**config.mk**
```make
export PLATFORM = sky130hd
export DESIGN_NAME = cvhp_front
export DESIGN_NICKNAME = d
export VERILOG_FILES = /design/src/hw/rtl/cvhp_pkg.sv /design/src/hw/rtl/cvhp_front.sv
export SDC_FILE = /design/constraint.sdc
export NUM_CORES = 1
export LEC_CHECK = 0
export BUFFER_PORTS_ARGS = -buffer_cell sky130_fd_sc_hd__buf_4
export CORE_ASPECT_RATIO = 1.4
export CORE_MARGIN = 5
export CORE_UTILIZATION = 40
export CTS_BUF_LIST = sky130_fd_sc_hd__clkbuf_8
export DETAILED_ROUTE_END_ITERATION = 8
export SYNTH_ARGS = -nofsm -noshare
export SYNTH_HDL_FRONTEND = slang
export SYNTH_SLANG_ARGS = --single-unit
```
**constraint.sdc**
```tcl
create_clock -name clk_i -period 6.36 [get_ports clk_i]
set_input_delay 0.636 -clock clk_i [delete_from_list [all_inputs] [get_ports clk_i]]
set_output_delay 0.636 -clock clk_i [all_outputs]
set_load 0.01 [all_outputs]
```
**src/hw/rtl/cvhp_pkg.sv**
```systemverilog
`timescale 1ns / 1ps
`default_nettype none

package cvhp_pkg;

  localparam int VOTE_BINS_DEF   = 256;
  localparam int COUNT_WIDTH_DEF = 20;

  localparam int WORD_W       = 32;
  localparam int VOTE_W       = 8;
  localparam int VOTE_LSB     = 8;
  localparam int CFG_W        = 20;
  localparam int CFG_IDX_W    = 8;
  localparam int EXP_W        = 8;
  localparam int DUST_W       = 63;
  localparam int DUST_CAP_EXP = 62;
  localparam int QUEUE_DEPTH  = 4;

  localparam logic [CFG_IDX_W-1:0] CFG_CYCLE_LENGTH   = CFG_IDX_W'(0);
  localparam logic [CFG_IDX_W-1:0] CFG_DISCARD_BUDGET = CFG_IDX_W'(1);

  localparam logic [CFG_W-1:0] CYCLE_LENGTH_RST   = CFG_W'(1024);
  localparam logic [CFG_W-1:0] DISCARD_BUDGET_RST = CFG_W'(51);

  typedef struct packed {
    logic [VOTE_W-1:0] vote;
    logic              close;
  } vote_entry_t;

  typedef enum logic [2:0] {
    BK_CLEAR,
    BK_IDLE,
    BK_WRITE,
    BK_SCAN,
    BK_TAIL,
    BK_EMIT
  } back_state_e;

endpackage

`default_nettype wire

```
**src/hw/rtl/cvhp_front.sv**
```systemverilog
`timescale 1ns / 1ps
`default_nettype none

module cvhp_front
  import cvhp_pkg::*;
(
  input  wire logic                 clk_i,
  input  wire logic                 rst_ni,
  input  wire logic                 cfg_valid_i,
  output logic                      cfg_ready_o,
  input  wire logic [CFG_IDX_W-1:0] cfg_index_i,
  input  wire logic [CFG_W-1:0]     cfg_data_i,
  input  wire logic                 in_valid_i,
  output logic                      in_ready_o,
  input  wire logic [WORD_W-1:0]    version_word_i,
  input  wire logic                 clearing_i,
  input  wire logic                 q_full_i,
  output logic                      q_push_o,
  output vote_entry_t               q_entry_o,
  output logic [CFG_W-1:0]          discard_budget_o
);

  logic [CFG_W-1:0] cycle_length_q, cycle_length_d;
  logic [CFG_W-1:0] discard_budget_q, discard_budget_d;
  logic [CFG_W-1:0] blocks_q, blocks_d;
  logic [CFG_W-1:0] blocks_inc;
  logic [CFG_W-1:0] limit;
  logic             close;
  logic             accept;

  assign cfg_ready_o = 1'b1;
  assign in_ready_o  = !clearing_i && !q_full_i;
  assign accept      = in_valid_i && in_ready_o;

  assign blocks_inc = blocks_q + CFG_W'(1);
  assign limit      = (cycle_length_q == '0) ? CFG_W'(1) : cycle_length_q;
  assign close      = (blocks_inc == '0) || (blocks_inc >= limit);

  always_comb begin
    cycle_length_d   = cycle_length_q;
    discard_budget_d = discard_budget_q;
    if (cfg_valid_i) begin
      if (cfg_index_i == CFG_CYCLE_LENGTH) begin
        cycle_length_d = cfg_data_i;
      end else if (cfg_index_i == CFG_DISCARD_BUDGET) begin
        discard_budget_d = cfg_data_i;
      end
    end
    blocks_d = blocks_q;
    if (accept) begin
      blocks_d = close ? '0 : blocks_inc;
    end
  end

  always_ff @(posedge clk_i or negedge rst_ni) begin
    if (!rst_ni) begin
      cycle_length_q   <= CYCLE_LENGTH_RST;
      discard_budget_q <= DISCARD_BUDGET_RST;
      blocks_q         <= '0;
    end else begin
      cycle_length_q   <= cycle_length_d;
      discard_budget_q <= discard_budget_d;
      blocks_q         <= blocks_d;
    end
  end

  assign q_push_o         = accept;
  assign q_entry_o.vote   = version_word_i[VOTE_LSB +: VOTE_W];
  assign q_entry_o.close  = close;
  assign discard_budget_o = discard_budget_q;

endmodule

`default_nettype wire

```
# Yosys cells after proc, flatten, opt, wreduce, memory -nomap -nowiden
# Index checks and enable logic that the tools add are counted.
[totals]
in_bits = 66
ff_bits = 60
word_cells = 19
out_inout_bits = 32
[op_classes]
add_sub_neg = 1
reduce_logical = 10
eq_ne = 1
muxes = 2
n_bitwise = 1
magnitude_cmp = 1
[op_table]
columns = ["cell", "n"]
rows = [
  ["$logic_not 20->1", 2],
  ["$mux 20", 2],
  ["$add 20x1->20 const B", 1],
  ["$ge 20x20->1", 1],
  ["$eq 8x1->1 const B", 1],
  ["$logic_not 8->1", 1],
  ["$reduce_and 3->1", 1],
  ["$logic_and 1x1->1", 2],
  ["$logic_not 1->1", 2],
  ["$reduce_and 2->1", 1],
  ["$logic_or 1x1->1", 1],
  ["$not 1->1", 1],
]

# Depth between registers and ports, before layout
# Gate-level depths: netlist (run 1).
[depth]
word_depth = 5
mapped_depth = 15
depth_no_buf = 12

# Worst setup path before layout (run 1)
# No wires, ideal clock.
[synth_timing]
kind = "reg2out"
startpoint = "register blocks_q[0]"
endpoint = "output port q_entry_o[0] (netlist name)"
setup_slack_ps = 2809
required_ps = 5724
path_stages_with_launch = 14
t_arrival_ps = 2915
n_path_buf = 2
path_cell_list = "dfrtp_1 > ha_1 > buf_2 > nand3_4 > nor4_4 > nand3_1 > xnor2_1 > ha_1 > a21oi_1 > nand2_1 > a221oi_1 > o211a_1 > nand2_1 > buf_4"
[synth_via]
elab_chain_len = 3
word_cells_on_any_way = 4
cone_classes = "add/sub (1); order compare (1); reduce/logical (2)"
[synth_rtl]
columns = ["item", "line_no", "source"]
rows = [
  ["start: declaration", "cvhp_front.sv:25", "logic [CFG_W-1:0] blocks_q, blocks_d;"],
  ["start signal: assignment", "cvhp_front.sv:63", "blocks_q <= blocks_d;"],
  ["$add 20x1->20 (*)", "cvhp_front.sv:35", "assign blocks_inc = blocks_q + CFG_W'(1);"],
  ["$ge 20x20->1 / $logic_not 20->1 (equally long branches)", "cvhp_front.sv:37", "assign close = (blocks_inc == '0) || (blocks_inc >= limit);"],
  ["$logic_or 1x1->1 (*)", "cvhp_front.sv:37", ""],
  ["end: declaration", "cvhp_front.sv:19", "output vote_entry_t q_entry_o,"],
]
# Mark *: on every way between the ends. The rest lies on a longest branch, timed or not.

==> results.toml, run 1 <==
[outcome]
status = "finished, final reports clean"

[worst_hold_path]
hold_path_class = "in -> async"

[cells_and_area]
diodes = 0
drive_gt1_share_pct = 25.7
syn_to_final_growth_pct = 17.0
layout_commonest_cell = "buf_4"
fin_nets = 499
finalNonFillerCells = 522
mostFrequentLayoutCells = "buf_4 (58), dfrtp_1 (55), nand2_1 (46)"

[die]
die_y_um = 122
start_util_pct = 41.3
core_area_um2 = 8660
num_io_pins = 98
dieArea_um2 = 10900
rows = 40
fp.dieW_um = 89.9

[yosys]
yosys_warnings = 0
async_flop_share_pct = 100
ys_types = 54
netlist_area_um2 = 3570
synth-edff-count = 0
synth_nets = 459
synth_cells = 372
ys_seq_area_share_pct = 42.2
avgSynthCellArea_um2 = 9.60
ys.flop_type = "dfrtp_1"
yosys_register_bits = 60

[sta]
final_hold_viol_count = 0
layout_min_cycle_time_ns = 4.54
worstMarginPinSlew_ns = 0.966
drv_slew = 0
setup_tns_ns = 0
fmax_mhz = 220
setup_ws_ns = 1.82
timing.hold.ws_ns = 0.364
fin_skew_ns = 0.00904
setup_viol = 0
slew_headroom_pct = 35.4
post-route-period-util_pct = 71.3
grt_setup_unrepaired = "false"

[clock_tree]
cts_buffer_depth = 2
clk_pin_slew_ns = 0.07
cts.hold.buffers_added = 0
ctsResizeCount = 0
cts_root_buffer = "clkbuf_8"
cts_setup_buffers = 0
htree_num_levels = 3
cts_sinks = 60
cts_made_buffers = 9
cts_tree = "built"
clk_latency_ns = 0.35

[placement]
portBuffers = 56
place_worst_setup_slack_ns = 2.24
hpwl_mm = 6.10
dp.cells = 506
gp_routability_congestion = 0.951

[pwr]
ir_worst_vdd_v = 0.000151
seq_power_share_pct = 48.1
switching_power_mw = 0.280
p_total_mw = 0.945
p_int_mw = 0.666
netSwitchingFraction_pct = 29.6
p_per_area_nw_per_um2 = 226
total_leakage_power_nw = 2.03
p_comb_share_pct = 16.1
pwr-share-clk_pct = 35.8

[setup_path]
slowest_stage = "nor3_1"
cp_max_fo = 10
critical_path_class = "reg -> out"
arrival_ns = 3.90
crit_buf_inv = 1
slowest_delay_ns = 0.69
endpoint_kind = "output pin"
crit_top_cell = "nand4_1"
crit_family = "simple AND/OR/NAND/NOR gates"
crit_chain = "nand4_1 > nor3_1 > nand4_1 > xnor2_1 > ha_1 > nand4_1 > nor2_1 > a221oi_1 > o211a_1 > nand2_1 > buf_4"
cp.depth = 11
required_ns = 5.72
r2r_cells = 12
startpoint_type = "register"

[global_routing]
grt-ovfl-total = 0
antenna_found_initial = 0
grt_pass1_wl_mm = 13.9
grt_pass1_vias = 2981
grt_max_degree = 61
grt_usage_pct = 15.7

[flow_run]
cap_violations = 0

[detailed_routing]
wl_mm = 8.18
drt-initial-drc-count = 160
ant_nets = 0
vias_per_cell = 5.53
drc_errors = 0
detail_route.wl_per_cell_um = 15.7
dr.pass1.iters = 5
vias = 2889
==> worst register-to-register path, cell delays in order, from the launching register on <==
cell and delay, ns:
dfrtp_1 0.56, nand4_1 0.31, nor3_1 0.69, nand4_1 0.29, xnor2_1 0.27, ha_1 0.28, nand4_1 0.11, nor2_1 0.07
a221oi_1 0.34, o211ai_1 0.14, buf_4 0.21, nor2_1 0.41, a32o_1 0.24
==> final timing paths <==
check                                startpoint                    to  slack [ns]
max                                 blocks_q[2]          q_entry_o[0]        1.82
min                                      rst_ni  discard_budget_o[15]        0.36
max reg2reg                         blocks_q[2]           blocks_q[1]        2.37
min reg2reg                discard_budget_o[14]  discard_budget_o[14]        0.51
max in group asynchronous                rst_ni           blocks_q[6]        5.49
min in group clk_i                cfg_data_i[3]     cycle_length_q[3]        0.49
==> kinds of logic (layout without fill, tap and decap cells) <==
group / count (synthesis) / in the layout / share of synthesized area [%]
other: 1 / 1 / 0.105
xor gates and xnor gates: 20 / 20 / 4.90
muxes: 20 / 20 / 6.30
and+or+nand+nor: 119 / 119 / 17.8
DFF: 60 / 60 / 42.2
buffers and inverters: 56 / 101 / 7.15
AOI/OAI and AO/OA: 75 / 75 / 14.2
adders and majority gates: 21 / 21 / 7.36
==> sequential cells by signal (all words and copies together) (netlist names) <==
name,count
blocks_q,20
discard_budget_o,20
cycle_length_q,20
==> per-stage QoR <==
step	cell area, um2	utilization [%]
after floorplan	3570	-
after global placement	3990	46.1
after detailed placement	3990	46.1
after CTS	4180	48.3
after global routing	4180	48.3
final	4180	48.3
==> cell type report <==
cell class | count | area, um2
fill | 835 | 4480
multi-input combinational | 256 | 1810
sequential | 60 | 1510
timing repair buffer | 58 | 435
tap | 105 | 131
clock buffer | 9 | 124
inverter | 27 | 101
clock inverter | 7 | 68.8
==> Yosys cell counts, drive strengths merged (2+ instances only) <==
| cell type | instances | area share (%) |
|---|---|---|
| a211oi | 4 | 0.84 |
| a21bo | 3 | 0.84 |
| a21o | 2 | 0.42 |
| a21oi | 5 | 0.70 |
| a221o | 2 | 0.56 |
| a22o | 5 | 1.2 |
| and2 | 3 | 0.53 |
| and4 | 3 | 0.74 |
| buf | 16 | 2.9 |
| clkbuf | 13 | 1.4 |
| dfrtp | 55 | 39 |
| dfstp | 5 | 3.7 |
| ha | 21 | 7.4 |
| inv | 27 | 2.8 |
| mux2 | 20 | 6.3 |
| nand2 | 46 | 4.8 |
| nand2b | 2 | 0.35 |
| nand3 | 12 | 2.0 |
| nand4 | 14 | 2.9 |
| nand4b | 4 | 0.98 |
| nor2 | 13 | 1.4 |
| nor2b | 2 | 0.35 |
| nor3 | 6 | 0.84 |
| nor4 | 9 | 2.0 |
| o211ai | 2 | 0.42 |
| o21ai | 35 | 4.9 |
| or3 | 3 | 0.53 |
| xnor2 | 11 | 2.7 |
| xor2 | 9 | 2.2 |
==> routing by layer <==
metal / vias to the layer above / part of all wire (%) / track usage, %
li1: 1396 / - / -
met1: 1397 / 41 / 17.5
met2: 79 / 51 / 27.2
met3: 17 / 4.4 / 4.57
met4: 0 / 3.3 / 8.29
met5: - / 0 / 0
==> power groups by stage <==
stage / clock network (mW) / logic, mW / registers (mW)
floorplan: 0 / 0.119 / 0.440
finish: 0.338 / 0.152 / 0.455
detailed placement: 0 / 0.154 / 0.461
CTS: 0.350 / 0.155 / 0.454
global placement: 0 / 0.149 / 0.459
global route: 0.365 / 0.176 / 0.460
(Power assumes the default switching activity.)
==> inputs of run 2 (changes only) <==
--- a/config.mk
+++ b/config.mk
@@ -5,6 +5,7 @@
 export SDC_FILE = /design/constraint.sdc
 export NUM_CORES = 1
 export LEC_CHECK = 0
+export ABC_AREA = 1
 export BUFFER_PORTS_ARGS = -buffer_cell sky130_fd_sc_hd__buf_4
 export CORE_ASPECT_RATIO = 1.4
 export CORE_MARGIN = 5
==> constraint.sdc (replaced) <==
create_clock -name clk_i -period 4.4 [get_ports clk_i]
set_input_delay 0.44 -clock clk_i [delete_from_list [all_inputs] [get_ports clk_i]]
set_output_delay 0.44 -clock clk_i [all_outputs]
set_load 0.01 [all_outputs]
==> run 2 against run 1 <==
  * Die area is 6.2% higher
  * Non-clock buffer count grew 1
  * Count of clock-buffer cells in the layout increased by 1
  * Critical path type unchanged
  * Largest cell class unchanged
  * Largest power group unchanged
==> results.toml, run 2 <==
[global_routing]
grt-ovfl-total = 0
antenna_found_initial = 0
grt_max_degree = 61
grt_usage_pct = 16.1
grt_pass1_wl_mm = 15.1
grt_pass1_vias = 3314

[yosys]
netlist_area_um2 = 3820
synth_nets = 600
yosys_warnings = 0
yosysMostFrequentCell = "nand2_1"
synth_cells = 513
synth-edff-count = 0
ys_top_cells_by_count = "nand2_1 (157), inv_1 (68), dfrtp_1 (55)"
yosysTopAreaCell = "dfrtp_1"
ys_types = 30
ys.flop_type = "dfrtp_1"
ys_seq_area_share_pct = 39.5
synthTopCellsByArea = "dfrtp_1 (36%), nand2_1 (15%), ha_1 (6.9%)"
avgSynthCellArea_um2 = 7.44
synth_top_area_share_pct = 36.1
async_flop_share_pct = 100
yosys_register_bits = 60

[clock_tree]
ctsResizeCount = 0
cts_root_buffer = "clkbuf_8"
clk_pin_slew_ns = 0.07
cts.hold.buffers_added = 0
htree_num_levels = 3
clk_latency_ns = 0.35
cts_buffer_depth = 2
cts_setup_buffers = 0
cts_made_buffers = 9
cts_sinks = 60
cts_tree = "built"

[sta]
post-route-period-util_pct = 81.6
final_hold_viol_count = 0
setup_viol = 0
fin_skew_ns = 0.00608
slew_headroom_pct = 22.1
worstMarginPinSlew_ns = 1.16
grt_setup_unrepaired = "false"
layout_min_cycle_time_ns = 3.59
setup_tns_ns = 0
fmax_mhz = 279
drv_slew = 0

[setup_path]
slowest_stage = "dfrtp_1"
critical_path_class = "reg -> out"
slowest_delay_ns = 0.46
arrival_ns = 3.15
startpoint_type = "register"
reg2reg_slack_ns = 1.54
cp_max_fo = 21
required_ns = 3.96
crit_chain = "ha_1 > nand2_2 > nor2_4 > nand2_2 > nor2_1 > nand2_1 > nand2_1 > inv_1 > ha_1 > nand2_1 > nor2_1 > nand2_1 > nor4_1 > a21oi_2 > buf_4 > nand2_1 > buf_4"
endpoint_kind = "output pin"
crit_top_cell = "nand2_1"

[pwr]
total_leakage_power_nw = 2.28
p_per_area_nw_per_um2 = 334
ir_worst_vdd_v = 0.000213

[die]
core_area_um2 = 9410
fp.dieW_um = 92.6
dieArea_um2 = 11600
num_io_pins = 98
rows = 42
die_y_um = 126
start_util_pct = 40.6

[outcome]
status = "finished, final reports clean"

[cells_and_area]
fin_util_pct = 47.5
fin_nets = 644
multi_input_area_um2 = 1890
drive_gt1_share_pct = 21.2
n_fill_cell = 917
diodes = 0
register_area_um2 = 1510
layout_commonest_cell = "nand2_1"
mostFrequentLayoutCells = "nand2_1 (157), inv_1 (70), buf_4 (59)"
syn_to_final_growth_pct = 17.0

[detailed_routing]
vias = 3316
met2WireLength_mm = 4.33
drt-initial-drc-count = 148
wl_met3_um = 481
wl_mm = 8.55
ant_nets = 0
routed.top_layer = "met4"
drc_errors = 0
wl_met1_mm = 3.61
detail_route.wl_per_cell_um = 12.7
dr.pass1.iters = 4
vias_per_cell = 4.93

[placement]
portBuffers = 56
hpwl_mm = 6.45
gp_routability_congestion = 0.848

[flow_run]
cap_violations = 0

[worst_hold_path]
hold_path_class = "in -> async"
## run 2: final cells by class
type / count / share of cell area [%]
well taps: 110 / 3.08
multi-input cells: 356 / 42.4
clock buffers: 10 / 3.08
clock inverters: 6 / 1.79
repair buffers: 59 / 9.92
inverters: 71 / 5.97
flip-flops and latches: 60 / 33.8
## run 2: worst paths after layout
check	to	cells after the start	startpoint
hold / removal	blocks_q[14]	1	rst_ni
min in group clk_i	discard_budget_o[1]	3	cfg_data_i[1]
max in group asynchronous	discard_budget_o[6]	1	rst_ni
hold reg to reg	cycle_length_q[13]	2	cycle_length_q[13]
setup / recovery	q_entry_o[0]	17	blocks_q[0]
setup reg to reg	blocks_q[6]	17	blocks_q[0]
## run 2: kinds of logic after synthesis
| family | Yosys count | share of synthesized area (%) |
|---|---|---|
| and+or+nand+nor | 263 | 32.6 |
| buffers and inverters | 97 | 11.0 |
| AOI/OAI and AO/OA | 71 | 9.93 |
| DFF | 60 | 39.5 |
| adders and majority gates | 21 | 6.89 |
| other | 1 | 0.0983 |
## run 2: critical path: cells and delay by family, from the launching register on
| family | cells | cell delay, ns |
|---|---|---|
| AND/OR/NAND/NOR | 11 | 1.29 |
| adder cells (fa/ha/maj) | 2 | 0.52 |
| flip-flops | 1 | 0.46 |
| buffers and inverters | 3 | 0.42 |
| AO/OA/AOI/OAI | 1 | 0.08 |
## run 2: per-stage QoR
step | setup WS [ns] | instances | instance area, um2 | hold WS (ns) | total power [mW]
2_1_floorplan | 1.57 | 513 | 3820 | 0.144 | 0.850
3_3_place_gp | 1.20 | 656 | 4250 | 0.471 | 0.957
3_5_place_dp | 1.14 | 656 | 4250 | 0.475 | 0.966
4_1_cts | 0.757 | 672 | 4470 | 0.194 | 1.51
5_1_grt | 0.461 | 672 | 4470 | 0.213 | 1.58
6_report | 0.810 | 672 | 4470 | 0.157 | 1.49
## run 2: power by group
| part | switching, mW | internal [mW] |
|---|---|---|
| sequential | 0.0303 | 0.582 |
| clock | 0.217 | 0.329 |
| combinational | 0.212 | 0.122 |
## run 2: layer usage
metal	GRT usage, %	up-vias
met1	19.4	1508
met4	5.95	0
met2	27.2	84
li1	-	1711
met3	4.51	13
met5	0	-
