<file path="config.mk">
export PLATFORM = sky130hd
export DESIGN_NAME = cvhp_queue
export DESIGN_NICKNAME = d
export VERILOG_FILES = /design/src/hw/rtl/cvhp_pkg.sv /design/src/hw/rtl/cvhp_queue.sv
export SDC_FILE = /design/constraint.sdc
export NUM_CORES = 1
export LEC_CHECK = 0
export BUFFER_PORTS_ARGS = -buffer_cell sky130_fd_sc_hd__buf_2
export CAP_MARGIN = 30
export CORE_UTILIZATION = 55
export DETAILED_ROUTE_END_ITERATION = 10
export PLACE_DENSITY = 0.8
export SLEW_MARGIN = 20
export SYNTH_ARGS = -nofsm -noshare
export SYNTH_HDL_FRONTEND = slang
export SYNTH_SLANG_ARGS = --single-unit
</file>
<file path="constraint.sdc">
create_clock -name clk_i -period 1.7 [get_ports clk_i]
set_input_delay 0.17 -clock clk_i [delete_from_list [all_inputs] [get_ports clk_i]]
set_output_delay 0.17 -clock clk_i [all_outputs]
set_load 0.005 [all_outputs]
</file>
<file path="src/hw/rtl/cvhp_pkg.sv">
`timescale 1ns / 1ps
`default_nettype none

package cvhp_pkg;

  localparam int VOTE_BINS_DEF   = 256;
  localparam int COUNT_WIDTH_DEF = 20;

  localparam int WORD_W       = 32;
  localparam int VOTE_W       = 8;
  localparam int VOTE_LSB     = 8;
  localparam int CFG_W        = 20;
  localparam int CFG_IDX_W    = 8;
  localparam int EXP_W        = 8;
  localparam int DUST_W       = 63;
  localparam int DUST_CAP_EXP = 62;
  localparam int QUEUE_DEPTH  = 4;

  localparam logic [CFG_IDX_W-1:0] CFG_CYCLE_LENGTH   = CFG_IDX_W'(0);
  localparam logic [CFG_IDX_W-1:0] CFG_DISCARD_BUDGET = CFG_IDX_W'(1);

  localparam logic [CFG_W-1:0] CYCLE_LENGTH_RST   = CFG_W'(1024);
  localparam logic [CFG_W-1:0] DISCARD_BUDGET_RST = CFG_W'(51);

  typedef struct packed {
    logic [VOTE_W-1:0] vote;
    logic              close;
  } vote_entry_t;

  typedef enum logic [2:0] {
    BK_CLEAR,
    BK_IDLE,
    BK_WRITE,
    BK_SCAN,
    BK_TAIL,
    BK_EMIT
  } back_state_e;

endpackage

`default_nettype wire

</file>
<file path="src/hw/rtl/cvhp_queue.sv">
`timescale 1ns / 1ps
`default_nettype none

module cvhp_queue
  import cvhp_pkg::*;
#(
  parameter int DEPTH = QUEUE_DEPTH
) (
  input  wire logic        clk_i,
  input  wire logic        rst_ni,
  input  wire logic        push_i,
  input  wire vote_entry_t entry_i,
  output logic             full_o,
  input  wire logic        pop_i,
  output logic             valid_o,
  output vote_entry_t      entry_o
);

  localparam int PtrW = (DEPTH > 1) ? $clog2(DEPTH) : 1;
  localparam int CntW = $clog2(DEPTH + 1);

  vote_entry_t         slots_q [DEPTH];
  logic [PtrW-1:0]     wr_ptr_q, rd_ptr_q;
  logic [CntW-1:0]     count_q;

  assign full_o  = (count_q == CntW'(DEPTH));
  assign valid_o = (count_q != '0);
  assign entry_o = slots_q[rd_ptr_q];

  always_ff @(posedge clk_i) begin
    if (push_i) begin
      slots_q[wr_ptr_q] <= entry_i;
    end
  end

  always_ff @(posedge clk_i or negedge rst_ni) begin
    if (!rst_ni) begin
      wr_ptr_q <= '0;
      rd_ptr_q <= '0;
      count_q  <= '0;
    end else begin
      if (push_i) begin
        wr_ptr_q <= (wr_ptr_q == PtrW'(DEPTH - 1)) ? '0 : wr_ptr_q + PtrW'(1);
      end
      if (pop_i) begin
        rd_ptr_q <= (rd_ptr_q == PtrW'(DEPTH - 1)) ? '0 : rd_ptr_q + PtrW'(1);
      end
      if (push_i && !pop_i) begin
        count_q <= count_q + CntW'(1);
      end else if (pop_i && !push_i) begin
        count_q <= count_q - CntW'(1);
      end
    end
  end

endmodule

`default_nettype wire

</file>
=== Yosys cells after proc, flatten, opt, wreduce, memory -nomap -nowiden ===
Memory sizes are Yosys's and may differ from the RTL's.
Cells that the tools add are included.

* Output and inout bits: 11
* RAM bits: 36
* Flip-flop bits (word level): 7
* Memories: 1
* Input bits: 13
* Word-level logic and storage cells: 23

{| class="wikitable"
|+ Memory list
! memory !! depth !! bits a word !! rd ports !! clocked after memory_dff !! write ports !! RTL line !! source
|-
| slots_q || 4 || 9 || 1 || 0 || 1 || cvhp_queue.sv:22 || <nowiki>vote_entry_t slots_q [DEPTH];</nowiki>
|}

* Eq/ne operators: 3
* Muxes and demuxes: 6
* $add $sub $neg: 4
* Reductions and logical operators: 6

{| class="wikitable"
|+ Operator list
! kind !! count
|-
| two-way mux 3 bit || 2
|-
| adder 2 x 1 -> 2 bit (second input constant) || 2
|-
| equality test 2 bit (second input constant) || 2
|-
| two-way mux 2 bit || 2
|-
| adder 3 x 1 -> 3 bit (second input constant) || 1
|-
| equality test 3 bit (second input constant) || 1
|-
| nonzero test 3 bit || 1
|-
| subtractor 3 x 1 -> 3 bit (second input constant) || 1
|-
| logical AND 1 bit || 2
|-
| logical NOT 1 bit || 2
|-
| two-way mux 1 bit || 2
|-
| nonzero test 2 bit || 1
|}

=== Depth between registers and ports, before layout ===
Gate-level depths: netlist of run 1.

* Depth in word-level cells: 4
* Mapped depth: 7
* Mapped depth without buffers: 7

=== Least setup slack after synthesis of run 1 ===
Ideal clock, no wire load.

* Kind: register to register
* From: register count_q[0]
* To: register count_q[2]
* Library setup time: 0.079 ns
* Cell stages (with the launch flop): 5
* Buffers on the path: 0
* Clock period less this slack: 1.291 ns
* Arrival: 1.212 ns
* Path slack: 0.409 ns
* Data required time: 1.621 ns
* Cell sequence: dfrtp_1 fa_1 xor2_1 nor2_1 xor2_1

* Cells in the longest elaborated chain, start to end: 3
* Elaborated cells on any way between the ends: 4
* Classes of those cells: add/sub (2); mux (2)

{| class="wikitable"
|+ Ends and longest elaborated chain
! item !! RTL line !! source
|-
| from (decl) || cvhp_queue.sv:24 || <nowiki>logic [CntW-1:0] count_q;</nowiki>
|-
| from (signal assigned) || cvhp_queue.sv:49 || <nowiki>count_q <= count_q + CntW'(1);</nowiki>
|-
| from (signal assigned) || cvhp_queue.sv:51 || <nowiki>count_q <= count_q - CntW'(1);</nowiki>
|-
| subtractor 3 x 1 -> 3 bit || cvhp_queue.sv:51 ||
|-
| two-way mux 3 bit || cvhp_queue.sv:50 || <nowiki>end else if (pop_i && !push_i) begin</nowiki>
|-
| two-way mux 3 bit (*) || cvhp_queue.sv:48 || <nowiki>if (push_i && !pop_i) begin</nowiki>
|}

Every way passes the cells marked *; elsewhere a longest branch is shown, timed or not. The select of a mux whose other input is x is not followed.
A chain may end at the register's enable or synchronous reset.

==> results_dict.tcl, run 1 <==
set metrics [dict create \
    core_mm2 0.002853 \
    layout_commonest_cell "edfxtp_1" \
    synthCells 84 \
    slew_headroom_pct 65.83 \
    reg2reg_depth 4 \
    num_rows 19 \
    hold_path_depth 1 \
    via_count 823 \
    worstSetupPathType "flop to output port" \
    r2r_start "count_q[0]$_DFFE_PN0P_" \
    yosys.area.top_type "edfxtp_1" \
    synth_area_mm2 0.001718 \
    pre_cts_slack_ns 0.2479 \
    ys_seq_area_share_pct 73.12 \
    use_met3_pct 7.589 \
    grt.overflow.total 0 \
    hold_end "slots_q[0][0]$_DFFE_PP_" \
    drt-wirelength-per-cell_um 16.75 \
    drcViolationCount 2 \
    path_clk_slew_ns 0.11 \
    initial_core_util_pct 60.22 \
    worst_pin_slew_ns 0.5125 \
    min_path_type "input port to flop" \
    antenna_found_initial 0 \
    netlist_top_cells_area "edfxtp_1 (63%), mux4_2 (10%), dfrtp_1 (10%), ha_1 (4.4%), mux2_2 (2.0%)" \
    die_h_um 57.89 \
    fillerInstances 206 \
    final.setup_skew_ns 0.003990 \
    post_cts_buffers 0 \
    rsz0062_at_grt "yes" \
    setup_tns_ns 0 \
    final_util_pct 68.51 \
    setup_viol 0 \
    drv_slew 0 \
    cts_max_level 2 \
    nNetsFinal 138 \
    postSynthAreaPerCell_um2 20.45 \
    die-area_mm2 0.003351 \
    grt_pass1_vias 869 \
    mostFrequentLayoutCells "edfxtp_1 (36), buf_2 (23), mux4_2 (9), ha_1 (6), dfrtp_1 (6)" \
    avgViaCountPerCell 5.487 \
    clkSinkCount 43 \
    drt_iter0_markers 18 \
    ir_worst_vdd_mv 0.7795 \
    fin_ws_ns 0.01023 \
    required_ns 1.53 \
    cp-start-kind "flop" \
    io_pins 24 \
    period_share_pct 99.40 \
    grt.met1_usage_pct 20.70 \
    drive_gt1_share_pct 39.50 \
    ys_types 19 \
    die_w_um 57.89 \
    io_buffers 23 \
    status "finished with violations" \
    hold_viol 0 \
    yosysWarnings 0 \
    r2r-end "count_q[2]$_DFFE_PN0P_" \
    tritoncts "built" \
    grt_util_all_layers_pct 18.07 \
    grt-busiest-layer "met2" \
    place.gp.congestion 0.6911 \
    area_growth_pct 13.77 \
    synth_top_area_share_pct 62.93 \
    grt_start_max_net_pins 13 \
    clockBufferDepth 2 \
    wl_um 2512 \
    r2r_setup_slack_ns 0.29 \
    cts_inserted_buffers 5 \
    antenna_left 0 \
    clk_latency_ns 0.34 \
    crit_path_end_kind "output port" \
    leakage_nw 0.7408 \
    first_pass_iters 7 \
    synth-seq-cells 43 \
    gr-usage-met2_pct 30.21 \
    arrival_ns 1.52 \
    maxCapViolCount 0 \
    ctsRootBufferMaster "clkbuf_4" \
    cp_max_fo 6 \
    min_period_ns 1.690 \
    dp_hpwl_um 1706 \
    p_per_area_mw_per_mm2 1482 \
    grt_pass1_wl_um 4077 \
    n_antenna_cell 0 \
    hold_start "entry_i[0]" \
    violations "design-rule violations" \
    fmax_mhz 591.8 \
    syn-num-nets 104 \
]
[registers in the layout (all words and copies together) (netlist names)]
signal and flops:
slots_q 36, count_q 3, rd_ptr_q 2, wr_ptr_q 2
[stage by stage]
stage                     instances  area [µm²]  total power [mW]  hold WS, ns
after global routing            150        1954             3.101    0.0008449
after global placement          141        1893             2.411      0.01025
final                           150        1954             2.897      0.03670
after CTS                       150        1953             2.947      0.02167
after detailed placement        141        1893             2.463      0.01119
after floorplan                  84        1718             2.117      -0.1256
[power breakdown]
part	switching [mW]	internal, mW	total (mW)
registers	0.151	1.38	1.53
logic	0.386	0.523	0.909
clock network	0.292	0.161	0.454
[metal layers]
metal / share of wire (%) / vias up / routed length [µm]
met1: 39 / 409 / 991
met5: 0 / - / 0
met3: 4.9 / 5 / 123
li1: - / 389 / -
met2: 54 / 20 / 1348
met4: 2.0 / 0 / 49
[cell usage after synthesis, drive strengths merged]
cell type,count
and2,4
buf,2
dfrtp,7
edfxtp,36
fa,1
ha,6
inv,5
mux2,3
mux4,9
nand2,1
nand3,1
nor2,2
nor3b,1
o21ai,2
or3,1
xnor2,1
xor2,2
[worst max-delay path, cell delays in order, from the launching register on]
cell     delay [ns]
dfrtp_1        0.37
buf_4          0.17
mux4_2         0.50
buf_2          0.14
[kinds of logic (layout without fill, tap and decap cells)]
family	Yosys count	count (layout)	synth area share (%)
mux	12	12	13.98
buf+inv	7	42	2.039
flops	43	43	73.12
compound gates	2	2	0.5827
simple gates	10	10	3.204
fa+ha+maj	7	7	5.535
xor+xnor	3	3	1.530
[worst max path at each step]
| stage | depth (start not counted) | endpoint | start | slack [ns] |
|---|---|---|---|---|
| 2_1_floorplan | 4 | count_q[2]$_DFFE_PN0P_ | count_q[0]$_DFFE_PN0P_ | 0.41 |
| 3_3_place_gp | 8 | count_q[2]$_DFFE_PN0P_ | pop_i | 0.31 |
| 3_5_place_dp | 7 | count_q[2]$_DFFE_PN0P_ | push_i | 0.25 |
| 4_1_cts | 3 | entry_o[7] | rd_ptr_q[0]$_DFFE_PN0P_ | -0.02 |
| 5_1_grt | 3 | entry_o[4] | rd_ptr_q[0]$_DFFE_PN0P_ | -0.07 |
| 6_report | 3 | entry_o[7] | rd_ptr_q[0]$_DFFE_PN0P_ | 0.01 |
[timing repair]
| action | 4_1_cts | 5_1_grt |
|---|---|---|
| pin swaps | 0 | 0 |
| endpoints found under the setup margin | 4 | 9 |
| hold buffers | 1 | 0 |
| gates resized for setup | 2 | 1 |
| hold endpoints to repair | 7 | 0 |
[area by class of cell]
type | count | area, µm² | area share (%)
clock buffer | 7 | 45.04 | 2.305
tap | 31 | 38.79 | 1.985
inverter | 5 | 18.77 | 0.9603
timing repair buffer | 29 | 166.4 | 8.515
sequential | 43 | 1257 | 64.34
multi-input combinational | 34 | 422.9 | 21.64
clock inverter | 1 | 5.005 | 0.2561
Note: power is estimated with default switching activity, not from simulation.
==> run 2: changes to the inputs <==
- GPL_TIMING_DRIVEN: not set -> 0
==> run 2 against run 1 <==
  * The flow finishes with violations (design-rule violations, negative setup slack)
  * Clock-buffer cell count stayed put
  * Fmax fell by 2.5%
  * Wire length rose by 3.5%
  * Worst setup slack worse by 0.043 ns
  * Clock power rose by 2%
  * Highest routed layer unchanged
==> results_dict.tcl, run 2 (synthesis results as in run 1) <==
set metrics [dict create \
    first_pass_iters 7 \
    fin_cells 151 \
    drcViolationCount 2 \
    cp.depth 3 \
    reg2reg_depth 3 \
    hold-worst-slack_ns 0.03354 \
    worstSetupPathType "flop to output port" \
    rsz0062_at_grt "yes" \
    cp_cell_sequence "buf_8 -> mux4_2 -> buf_2" \
    arrival_ns 1.56 \
    drt_iter0_markers 28 \
    crit_family "multiplexers" \
    io_buffers 23 \
    top_register "slots_q" \
    fmax_mhz 577.0 \
    grt_pass1_wl_um 4209 \
    slew_headroom_pct 65.63 \
    tritoncts "built" \
    final_util_pct 69.43 \
    wl_um 2599 \
    fin_ws_ns -0.03317 \
    antenna_left 0 \
    largest_register_ffs 36 \
    path_clk_slew_ns 0.11 \
    min_path_type "input port to flop" \
    place.gp.congestion 0.6609 \
    grt_pass1_vias 896 \
    layout_commonest_cell "edfxtp_1" \
    cp_slowest_stage_delay_ns 0.50 \
    critPathBufInv 2 \
    antenna_found_initial 0 \
    clk_latency_ns 0.35 \
    dp_hpwl_um 1706 \
    ctsRootBufferMaster "clkbuf_4" \
    grt.overflow.total 0 \
    drv_slew 0 \
    grt_util_all_layers_pct 18.35 \
    ir_worst_vdd_mv 0.9886 \
    die_w_um 57.89 \
    num_rows 19 \
    crit_path_end_kind "output port" \
    setup_viol 9 \
    drive_gt1_share_pct 40.00 \
    grt_start_max_net_pins 13 \
    maxCapViolCount 0 \
    io_pins 24 \
    violations "design-rule violations, negative setup slack" \
    period_share_pct 102.0 \
    cp_max_fo 5 \
    hold_viol 0 \
    avgViaCountPerCell 5.424 \
    hold_path_depth 1 \
    worst_pin_slew_ns 0.5155 \
    cts_inserted_buffers 5 \
    p_per_area_mw_per_mm2 1515 \
    status "finished with violations" \
    final.setup_skew_ns 0.007618 \
    final_area_mm2 0.001981 \
    n_antenna_cell 0 \
    mostFrequentLayoutCells "edfxtp_1 (36), buf_2 (24), mux4_2 (9), ha_1 (6), dfrtp_1 (6)" \
    die_h_um 57.89 \
    leakage_nw 0.7520 \
    cts_max_level 2 \
    placed_cells 138 \
    clockBufferDepth 2 \
    clkSinkCount 43 \
    min_period_ns 1.733 \
    cp-start-kind "flop" \
    via_count 819 \
    initial_core_util_pct 60.22 \
    core_mm2 0.002853 \
    postPlaceCellArea_mm2 0.001872 \
    top_regs "slots_q x36, count_q x3" \
    nNetsFinal 139 \
    cpMaxStageDelayCell "mux4_2" \
    required_ns 1.53 \
    drt-wirelength-per-cell_um 17.21 \
    die-area_mm2 0.003351 \
    area_growth_pct 15.29 \
]
run 2: cell count changes in the layout (fill, tap and decap cells not counted), sizes merged:
cell	before	now
clkbuf	7	8
run 2: final cells by class:
cell class | count | area (µm²)
flip-flops and latches | 43 | 1257
multi-input cells | 34 | 422.9
fillers | 209 | 872.1
clock inverters | 1 | 5.005
inverters | 5 | 18.77
well taps | 31 | 38.79
clock buffers | 7 | 45.04
plain buffers | 2 | 20.02
repair buffers | 28 | 172.7
run 2: routing by layer:
metal | up-vias | GRT usage, % | part of all wire, %
li1 | 390 | - | -
met1 | 401 | 21.97 | 42
met2 | 20 | 30.54 | 52
met3 | 8 | 4.688 | 3.9
met4 | 0 | 10.20 | 2.4
met5 | - | 0 | 0
run 2: final timing paths:
kind / start / slack (ns) / endpoint
worst max-delay path: rd_ptr_q[0]$_DFFE_PN0P_ / -0.03 / entry_o[5]
worst min-delay path: entry_i[7] / 0.03 / slots_q[0][7]$_DFFE_PP_
worst max register to register: wr_ptr_q[0]$_DFFE_PN0P_ / 0.24 / slots_q[2][5]$_DFFE_PP_
worst min register to register: count_q[2]$_DFFE_PN0P_ / 0.50 / count_q[2]$_DFFE_PN0P_
max in group asynchronous: rst_ni / 1.36 / rd_ptr_q[0]$_DFFE_PN0P_
min in group asynchronous: rst_ni / 0.17 / count_q[2]$_DFFE_PN0P_
run 2: timing repair:
action                                  CTS  global route
resized for setup                         2             1
endpoints found under the setup margin    8             9
setup buffers                             3             0
endpoints found under the hold margin     7             0
hold buffers                              1             0
cloned                                    0             1
run 2: worst reg2reg max path, cell delays in order, from the launching register on:
cell	delay (ns)
dfrtp_1	0.42
inv_1	0.12
ha_1	0.15
and2_1	0.43
run 2: through the flow:
stage | setup TNS [ns] | setup slack (ns) | total power, mW
2_1_floorplan | 0 | 0.4091 | 2.117
3_3_place_gp | 0 | 0.2764 | 2.383
3_5_place_dp | 0 | 0.2215 | 2.452
4_1_cts | -0.4795 | -0.07184 | 2.969
5_1_grt | -0.7185 | -0.09226 | 3.198
6_report | -0.1736 | -0.03317 | 3.000
run 2: power breakdown:
part | leakage [nW] | switching (mW) | internal, mW
sequential | 0.413 | 0.117 | 1.39
clock | 0.0293 | 0.303 | 0.161
combinational | 0.310 | 0.441 | 0.593
total | 0.752 | 0.861 | 2.14
==> run 3: changes to the inputs <==
- CORE_ASPECT_RATIO: not set -> 1.5
==> run 3 against run 2 <==
  * Sequential share of layout area is 2.7 points lower
  * Clock skew decreased by 0.0012 ns
  * Largest power group unchanged
  * The run now ends clean
  * Fmax increased by 2.4%
==> results_dict.tcl, run 3 (synthesis results as in run 1) <==
set metrics [dict create \
    largest_register_ffs 36 \
    ir_worst_vdd_mv 1.047 \
    setup_viol 0 \
    io_buffers 23 \
    antenna_found_initial 0 \
    die_h_um 70.45 \
    drt_iter0_markers 31 \
    drt-wirelength-per-cell_um 18.98 \
    p_per_area_mw_per_mm2 1661 \
    pre_cts_slack_ns 0.2026 \
    wl_um 2999 \
    via_count 858 \
    status "completed" \
    worst_pin_slew_ns 0.5011 \
    hold-worst-slack_ns 0.08414 \
    layout_commonest_cell "edfxtp_1" \
    use_met3_pct 7.752 \
    reg2reg_depth 3 \
    arrival_ns 1.52 \
    grt_util_all_layers_pct 21.32 \
    power_mw 3.437 \
    path_clk_slew_ns 0.08 \
    hold_viol 0 \
    hold_end "slots_q[0][7]$_DFFE_PP_" \
    cpMaxStageDelayCell "mux4_2" \
    crit_family "multiplexers" \
    grt-busiest-layer "met2" \
    seqCellArea_mm2 0.001257 \
    placed_cells 146 \
    clk_latency_ns 0.30 \
    critPathBufInv 2 \
    min_path_type "input port to flop" \
    cp_slowest_stage_delay_ns 0.51 \
    drive_gt1_share_pct 41.18 \
    leakage_nw 0.7854 \
    fin_ws_ns 0.006967 \
    maxCapViolCount 0 \
    required_ns 1.53 \
    avgViaCountPerCell 5.430 \
    period_share_pct 99.59 \
    first_pass_iters 4 \
    tritoncts "built" \
    hold_start "entry_i[7]" \
    antenna_left 0 \
    drcViolationCount 0 \
    fin_cells 158 \
    die-area_mm2 0.003356 \
    r2r-end "slots_q[2][8]$_DFFE_PP_" \
    place.gp.congestion 0.6591 \
    cp_cell_sequence "buf_8 -> mux4_2 -> buf_2" \
    final.setup_skew_ns 0.006444 \
    cts_inserted_buffers 5 \
    rsz0062_at_grt "yes" \
    core_mm2 0.002943 \
    fmax_mhz 590.7 \
    min_period_ns 1.693 \
    clkSinkCount 43 \
    clockBufferDepth 2 \
    top_regs "slots_q x36, count_q x3" \
    io_pins 24 \
    top_register "slots_q" \
    ctsRootBufferMaster "clkbuf_8" \
    n_antenna_cell 0 \
    slew_headroom_pct 66.60 \
    drv_slew 0 \
    multi_input_area_um2 422.9 \
    gr-usage-met2_pct 36.53 \
    cts_max_level 2 \
    grt_pass1_wl_um 4533 \
    r2r_setup_slack_ns 0.22 \
    num_rows 24 \
    grt.met1_usage_pct 20.82 \
    die_w_um 47.63 \
    nNetsFinal 138 \
    initial_core_util_pct 58.38 \
    grt_pass1_vias 963 \
    worstSetupPathType "flop to output port" \
    crit_path_end_kind "output port" \
    mostFrequentLayoutCells "edfxtp_1 (36), buf_2 (21), mux4_2 (9)" \
    grt.overflow.total 0 \
    dp_hpwl_um 2012 \
    cp-start-kind "flop" \
    fillerInstances 214 \
    cp_max_fo 5 \
    grt_start_max_net_pins 14 \
    r2r_start "wr_ptr_q[0]$_DFFE_PN0P_" \
    hold_path_depth 1 \
    area_growth_pct 20.47 \
]
run 3: how the worst max path moves through the flow:
stage                         endpoint  slack [ns]                     from  cells past startpoint
2_1_floorplan   count_q[2]$_DFFE_PN0P_        0.41   count_q[0]$_DFFE_PN0P_                      4
3_5_place_dp   slots_q[0][6]$_DFFE_PP_        0.20  wr_ptr_q[0]$_DFFE_PN0P_                      3
6_report                    entry_o[8]       0.007  rd_ptr_q[0]$_DFFE_PN0P_                      3
5_1_grt                     entry_o[4]       -0.04  rd_ptr_q[0]$_DFFE_PN0P_                      3
3_3_place_gp   slots_q[0][3]$_DFFE_PP_        0.26  wr_ptr_q[0]$_DFFE_PN0P_                      3
4_1_cts                     entry_o[8]       -0.02  rd_ptr_q[0]$_DFFE_PN0P_                      3
run 3: repair_timing:
action                                  in CTS  in global routing
hold buffers                                 1                  0
endpoints found under the setup margin       8                  9
setup buffers                                2                  0
cloned                                       0                  1
endpoints found under the hold margin        7                  0
gates resized for setup                      0                  6
run 3: stage by stage:
| step | area, µm² | utilization [%] | setup TNS [ns] |
|---|---|---|---|
| after floorplan | 1718 | - | 0 |
| after global placement | 1882 | 63.95 | 0 |
| after detailed placement | 1882 | 63.95 | 0 |
| after CTS | 2024 | 68.79 | -0.03838 |
| after global routing | 2069 | 70.32 | -0.2038 |
| final | 2069 | 70.32 | 0 |
run 3: area by class of cell:
type                       instances  area share, %
buffer                             2         0.9674
timing repair buffer              27          8.888
tap                               39          2.358
inverter                           5         0.9069
sequential                        43          60.76
clock buffer                       6          3.990
clock inverter                     2          1.693
multi-input combinational         34          20.44
run 3: where the power goes:
group / internal, mW / switching, mW
sequential: 1.39 / 0.131
combinational: 0.640 / 0.476
clock: 0.475 / 0.327
total: 2.50 / 0.934
run 3: metal layers:
| metal | wire length [µm] | up-vias | part of all wire (%) |
|---|---|---|---|
| met3 | 100 | 6 | 3.3 |
| li1 | - | 387 | - |
| met2 | 1751 | 23 | 58 |
| met1 | 1078 | 442 | 36 |
| met5 | 0 | - | 0 |
| met4 | 69 | 0 | 2.3 |
